File: src/rtl/core/bresenham_circle_point_generator_unit_macros.svh
// Assertion macros shared by the circle generator RTL.
`ifndef BRESENHAM_CIRCLE_POINT_GENERATOR_UNIT_MACROS_SVH
`define BRESENHAM_CIRCLE_POINT_GENERATOR_UNIT_MACROS_SVH

// The consequent must hold in the same cycle as the antecedent.
`define BCPG_ASSERT_SAME(label, clk, rst_n, ante, cons, msg) \
	label: assert property (@(posedge clk) disable iff (!rst_n) (ante) |-> (cons)) \
		else $error(msg);

// The consequent must hold in the cycle after the antecedent.
`define BCPG_ASSERT_NEXT(label, clk, rst_n, ante, cons, msg) \
	label: assert property (@(posedge clk) disable iff (!rst_n) (ante) |=> (cons)) \
		else $error(msg);

`endif

File: src/rtl/core/bcpg_pkg.sv
`default_nettype none

package bcpg_pkg;

	localparam int COORD_W     = 10;
	localparam int RADIUS_W    = 6;
	localparam int POINT_W     = 12;
	localparam int STEP_X_W    = 7;
	localparam int STEP_Y_W    = 8;
	localparam int DEC_W       = 12;
	localparam int CNT_W       = 6;
	localparam int MAX_RESULTS = 46;
	localparam int IN_TDATA_W  = 32;
	localparam int OUT_TDATA_W = 8 * POINT_W;

	typedef logic signed [POINT_W-1:0] point_t;

endpackage

`default_nettype wire

File: src/rtl/core/bresenham_circle_point_generator_unit.sv
// Midpoint circle generator for the lower half of a circle. Each request on the slave side
// carries a centre and a radius of up to 63 pixels; the block then walks the decision variable
// once per clock cycle, stalling while the master side does not take a held result, and emits
// one result per step, holding the four mirrored points below the centre, with tlast on the
// final result of the circle. The starting point is not emitted, and a radius of zero yields a
// single result. A circle of radius r gives about 0.71 * r + 1 results (at most 46). The walk
// is set by the single decision update adder, which advances it by one step per cycle when the
// output is not stalled. A new request is accepted only once the last result of the previous
// one has been loaded into the output register.
`default_nettype none

`include "bresenham_circle_point_generator_unit_macros.svh"

module bresenham_circle_point_generator_unit (
	input  wire logic                               clk,
	input  wire logic                               arst_n,
	input  wire logic                               s_tvalid,
	output logic                                    s_tready,
	// Fields from bit 0: center_x, center_y, radius, zero padding.
	input  wire logic [bcpg_pkg::IN_TDATA_W-1:0]    s_tdata,
	output logic                                    m_tvalid,
	input  wire logic                               m_tready,
	// Fields from bit 0: p0_x, p0_y, p1_x, p1_y, p2_x, p2_y, p3_x, p3_y.
	output logic [bcpg_pkg::OUT_TDATA_W-1:0]        m_tdata,
	output logic                                    m_tlast
);
	import bcpg_pkg::*;

	typedef enum logic {ST_IDLE, ST_RUN} state_t;

	state_t                       state_q;
	logic [COORD_W-1:0]           cx_q;
	logic [COORD_W-1:0]           cy_q;
	logic [STEP_X_W-1:0]          x_q;
	logic signed [STEP_Y_W-1:0]   y_q;
	logic signed [DEC_W-1:0]      d_q;
	logic [CNT_W-1:0]             cnt_q;
	logic                         m_tvalid_q;
	logic                         m_tlast_q;
	logic [OUT_TDATA_W-1:0]       m_tdata_q;

	logic                         req_acc;
	logic                         adv;
	logic signed [DEC_W-1:0]      x_ext;
	logic signed [DEC_W-1:0]      y_ext;
	logic signed [DEC_W-1:0]      term;
	logic signed [DEC_W-1:0]      d_nx;
	logic [STEP_X_W-1:0]          x_nx;
	logic signed [STEP_Y_W-1:0]   y_nx;
	logic [CNT_W-1:0]             cnt_nx;
	logic                         last_nx;
	logic [RADIUS_W-1:0]          rad_in;
	point_t                       ox;
	point_t                       oy;
	point_t                       xe;
	point_t                       ye;
	logic [OUT_TDATA_W-1:0]       pts_nx;

	assign s_tready = (state_q == ST_IDLE);
	assign req_acc  = s_tvalid && s_tready;
	assign adv      = (state_q == ST_RUN) && (!m_tvalid_q || m_tready);
	assign rad_in   = s_tdata[2*COORD_W +: RADIUS_W];

	assign m_tvalid = m_tvalid_q;
	assign m_tlast  = m_tlast_q;
	assign m_tdata  = m_tdata_q;

	// The decision update is the one shared adder that advances the walk by one step.
	always_comb begin
		x_ext = signed'(DEC_W'(x_q));
		y_ext = DEC_W'(y_q);
		if (d_q[DEC_W-1]) begin
			term = (x_ext <<< 2) + DEC_W'(6);
			y_nx = y_q;
		end else begin
			term = ((x_ext - y_ext) <<< 2) + DEC_W'(10);
			y_nx = y_q - STEP_Y_W'(1);
		end
		d_nx    = d_q + term;
		x_nx    = x_q + STEP_X_W'(1);
		cnt_nx  = cnt_q + CNT_W'(1);
		last_nx = (signed'({1'b0, x_nx}) > y_nx) || (cnt_nx == CNT_W'(MAX_RESULTS));
		ox      = signed'(POINT_W'(cx_q));
		oy      = signed'(POINT_W'(cy_q));
		xe      = signed'(POINT_W'(x_nx));
		ye      = POINT_W'(y_nx);
		pts_nx  = {oy - ye, ox + xe, oy - xe, ox + ye, oy - xe, ox - ye, oy - ye, ox - xe};
	end

	always_ff @(posedge clk or negedge arst_n) begin
		if (!arst_n) begin
			state_q    <= ST_IDLE;
			cx_q       <= '0;
			cy_q       <= '0;
			x_q        <= '0;
			y_q        <= '0;
			d_q        <= '0;
			cnt_q      <= '0;
			m_tvalid_q <= 1'b0;
			m_tlast_q  <= 1'b0;
			m_tdata_q  <= '0;
		end else begin
			if (m_tvalid_q && m_tready && !adv) begin
				m_tvalid_q <= 1'b0;
			end
			case (state_q)
				ST_IDLE: begin
					if (req_acc) begin
						cx_q    <= s_tdata[0 +: COORD_W];
						cy_q    <= s_tdata[COORD_W +: COORD_W];
						x_q     <= '0;
						y_q     <= signed'(STEP_Y_W'(rad_in));
						d_q     <= DEC_W'(3) - signed'(DEC_W'({rad_in, 1'b0}));
						cnt_q   <= '0;
						state_q <= ST_RUN;
					end
				end
				ST_RUN: begin
					if (adv) begin
						x_q        <= x_nx;
						y_q        <= y_nx;
						d_q        <= d_nx;
						cnt_q      <= cnt_nx;
						m_tvalid_q <= 1'b1;
						m_tlast_q  <= last_nx;
						m_tdata_q  <= pts_nx;
						if (last_nx) begin
							state_q <= ST_IDLE;
						end
					end
				end
				default: begin
					state_q <= ST_IDLE;
				end
			endcase
		end
	end

	`BCPG_ASSERT_NEXT(a_load_starts_walk, clk, arst_n, req_acc,
		(state_q == ST_RUN) && (cnt_q == '0) && (x_q == '0), "request did not start a fresh walk")
	`BCPG_ASSERT_SAME(a_walk_in_range, clk, arst_n, state_q == ST_RUN,
		signed'({1'b0, x_q}) <= y_q, "walk running past the octant boundary")
	`BCPG_ASSERT_SAME(a_count_capped, clk, arst_n, 1'b1,
		cnt_q <= CNT_W'(MAX_RESULTS), "result count beyond the cap")
	`BCPG_ASSERT_NEXT(a_last_ends_walk, clk, arst_n, adv && last_nx,
		(state_q == ST_IDLE) && m_tvalid_q && m_tlast_q, "final result did not end the walk")

endmodule

`default_nettype wire
File: config.mk
export PLATFORM = sky130hd
export DESIGN_NAME = bresenham_circle_point_generator_unit
export DESIGN_NICKNAME = d
export VERILOG_FILES = /design/src/rtl/core/bcpg_pkg.sv /design/src/rtl/core/bresenham_circle_point_generator_unit.sv
export VERILOG_INCLUDE_DIRS = /design/src /design/src/rtl/core
export SDC_FILE = /design/constraint.sdc
export NUM_CORES = 1
export LEC_CHECK = 0
export BUFFER_PORTS_ARGS = -buffer_cell sky130_fd_sc_hd__buf_2
export CORE_AREA = 2 2 120 122
export CTS_CLUSTER_SIZE = 30
export DETAILED_ROUTE_END_ITERATION = 7
export DIE_AREA = 0 0 122 124
export PLACE_DENSITY_LB_ADDON = 0.25
export RECOVER_POWER = 100
export SETUP_SLACK_MARGIN = 0.5
export SLEW_MARGIN = 25
export SYNTH_ARGS = -nofsm -noshare
export SYNTH_HDL_FRONTEND = slang
export SYNTH_SLANG_ARGS = --single-unit
File: constraint.sdc
create_clock -name clk -period 9.75 [get_ports clk]
set_input_delay 1.95 -clock clk [delete_from_list [all_inputs] [get_ports clk]]
set_output_delay 1.95 -clock clk [all_outputs]
set_load 0.02 [all_outputs]
==> results_dict.tcl <==
set metrics [dict create \
    crit_path_start_kind "primary input" \
    grt_pass1_vias 6662 \
    min_period_ps 4660 \
    syn_nets 1110 \
    first_iter_violations 537 \
    tightestPinTransition_ps 2910 \
    arrival_ps 4960 \
    fmax_mhz 214 \
    syn_inst 982 \
    async_flop_share 1.00 \
    setup_violations 0 \
    finalCritPeriodShare 0.478 \
    htreeDepth 4 \
    wirelength_um 20800 \
    postCtsSetupRepairBufs 0 \
    fp.coreArea_um2 13700 \
    synth-edff-count 0 \
    synth_cell_type_count 71 \
    num_rows 43 \
    synthDominantCellAreaShare 0.356 \
    cts-resized-gates 0 \
    holdPathEnd "m_tdata[58]$_DFFE_PN0P_" \
    reg2reg_depth 19 \
    die_x_um 122 \
    min-delay-path-class "flop to flop" \
    worstSkewPairLatency_ps 430 \
    r2r_slack_ps 5310 \
    relSlewSlack -0.938 \
    syn_area_per_cell_um2 8.73 \
    r2r_end "d_q[11]$_DFFE_PN0P_" \
    netlist_area_um2 8580 \
    grt_pass1_wl_um 33100 \
    overflow 0 \
    synth_ff_type "dfrtp_1" \
    viasPerCell 5.72 \
    syn_to_final_growth_pct 12.2 \
    dp_hpwl_um 14600 \
    dp_cells 1226 \
    grt_max_degree 104 \
    min_from "m_tdata[58]$_DFFE_PN0P_" \
    fin_worst_skew_ps 11.7 \
    nNetsFinal 1193 \
    cts_root_buf "clkbuf_16" \
    antenna_found_initial 0 \
    slowest_delay_ps 1100 \
    outcome "finished, violations left" \
    gp_congestion 0.923 \
    num_antenna_cells 0 \
    synthMostInstantiatedCell "nand2_1" \
    pre_cts_slack_ps 5380 \
    cts.sinks 122 \
    synth_top_cells_by_count "nand2_1 (163), dfrtp_1 (122), o21ai_0 (108)" \
    tns_ps 0 \
    fin_area_um2 9620 \
    path_clk_slew_ps 50 \
    hold_viol_final 0 \
    slew_viol_final 82 \
    track_usage 0.284 \
    path_cells "buf_2 > nand2b_1 > nand2_1 > buf_4 > nor3_1 > a221oi_1 > o211ai_2" \
    drc 0 \
    cp_max_fo 103 \
    drv_cap 2 \
    final-instance-count-excl-fill 1258 \
    dieArea_um2 15100 \
    firstDrtPassIters 5 \
    cp-end-kind "flop" \
    num_vias 7199 \
    fp.dieH_um 124 \
    setup_ws_ps 5090 \
    ys_ff_latch 122 \
    start_util 0.625 \
    ios 135 \
    critPathRequiredTime_ps 10040 \
    synthTopCellsByArea "dfrtp_1 (36%), ha_1 (12%), nand2_1 (7.1%)" \
    violations "max-capacitance violations, max-slew violations" \
    antenna_left 0 \
    place_area_um2 9120 \
    port_buffers 127 \
    clock_path_buffers 2 \
    synth_top_area_cell "dfrtp_1" \
    drive_above_1_share 0.0826 \
    cts_buffers 17 \
    wl_per_cell_um 16.5 \
    min_path_cells 2 \
    ys_seq_area_frac 0.356 \
    r2r-start "x_q[0]$_DFFE_PN0P_" \
    yosys_warnings 0 \
    grt_setup_unrepaired "false" \
    cts_tree "built" \
    holdBufCountCts 0 \
    critPathSlowestCell "nand2_1" \
    crit_type "primary input to flop" \
]
-- how the worst max path moves through the flow --
stage                  startpoint                      end  slack (ps)  cells past startpoint
6_report                 m_tready  m_tdata[34]$_DFFE_PN0P_        5090                      7
3_3_place_gp             m_tready  m_tdata[34]$_DFFE_PN0P_        5470                      7
4_1_cts        x_q[0]$_DFFE_PN0P_      d_q[11]$_DFFE_PN0P_        5370                     19
2_1_floorplan  x_q[0]$_DFFE_PN0P_      d_q[11]$_DFFE_PN0P_        5860                     19
3_5_place_dp   x_q[0]$_DFFE_PN0P_      d_q[11]$_DFFE_PN0P_        5380                     19
5_1_grt                    arst_n       y_q[6]$_DFFE_PN0P_        4520                      2
-- state kept, by name (all words and copies together), names as in the netlist --
signal,cells
m_tlast,1
cy_q,10
x_q,7
cnt_q,6
m_tvalid,1
y_q,8
m_tdata,67
d_q,11
state_q,1
cx_q,10
-- placed cells by master (no fill, tap or decap), types with 19 or more instances in the layout --
cell / n
dfrtp_1: 122
nand3_1: 23
nor2_1: 53
inv_1: 51
ha_1: 84
a21oi_1: 43
xnor2_1: 55
clkbuf_1: 105
xor2_1: 19
o21ai_0: 109
nand2_1: 163
buf_2: 27
-- per-layer routing --
| layer | global-route usage | vias to the layer above | share of wire |
|---|---|---|---|
| li1 | - | 3521 | - |
| met1 | 0.373 | 3410 | 0.44 |
| met2 | 0.478 | 226 | 0.48 |
| met3 | 0.0517 | 42 | 0.056 |
| met4 | 0.0941 | 0 | 0.025 |
| met5 | 0 | - | 0 |
-- stage by stage --
stage / util / hold slack (ps)
after detailed placement: 0.665 / 464
after global placement: 0.665 / 457
after CTS: 0.713 / 477
after global routing: 0.702 / 492
after floorplan: - / 456
final: 0.702 / 475
-- final cells by class --
cell class	instances	area, um^2
inverter	52	195
clock inverter	6	130
tap	180	225
sequential	122	3050
clock buffer	26	529
multi-input combinational	738	4940
fill	1158	4100
timing repair buffer	134	552
-- logic make-up after synthesis --
kind of cell,after synthesis,synth area share
buffers and inverters,122,0.0673
AOI/OAI and AO/OA,249,0.180
other,1,0.000437
adders and majority gates,92,0.141
DFF,122,0.356
muxes,10,0.0125
and+or+nand+nor,310,0.164
xor gates and xnor gates,76,0.0794
-- critical path, delay by kind of cell --
| family | cells | cell delay [ps] |
|---|---|---|
| simple gates | 3 | 1520 |
| buf+inv | 2 | 920 |
| compound gates | 2 | 450 |
Power is not shown: default switching activity piles up to over one toggle a cycle in this logic, so the estimate is an artifact.
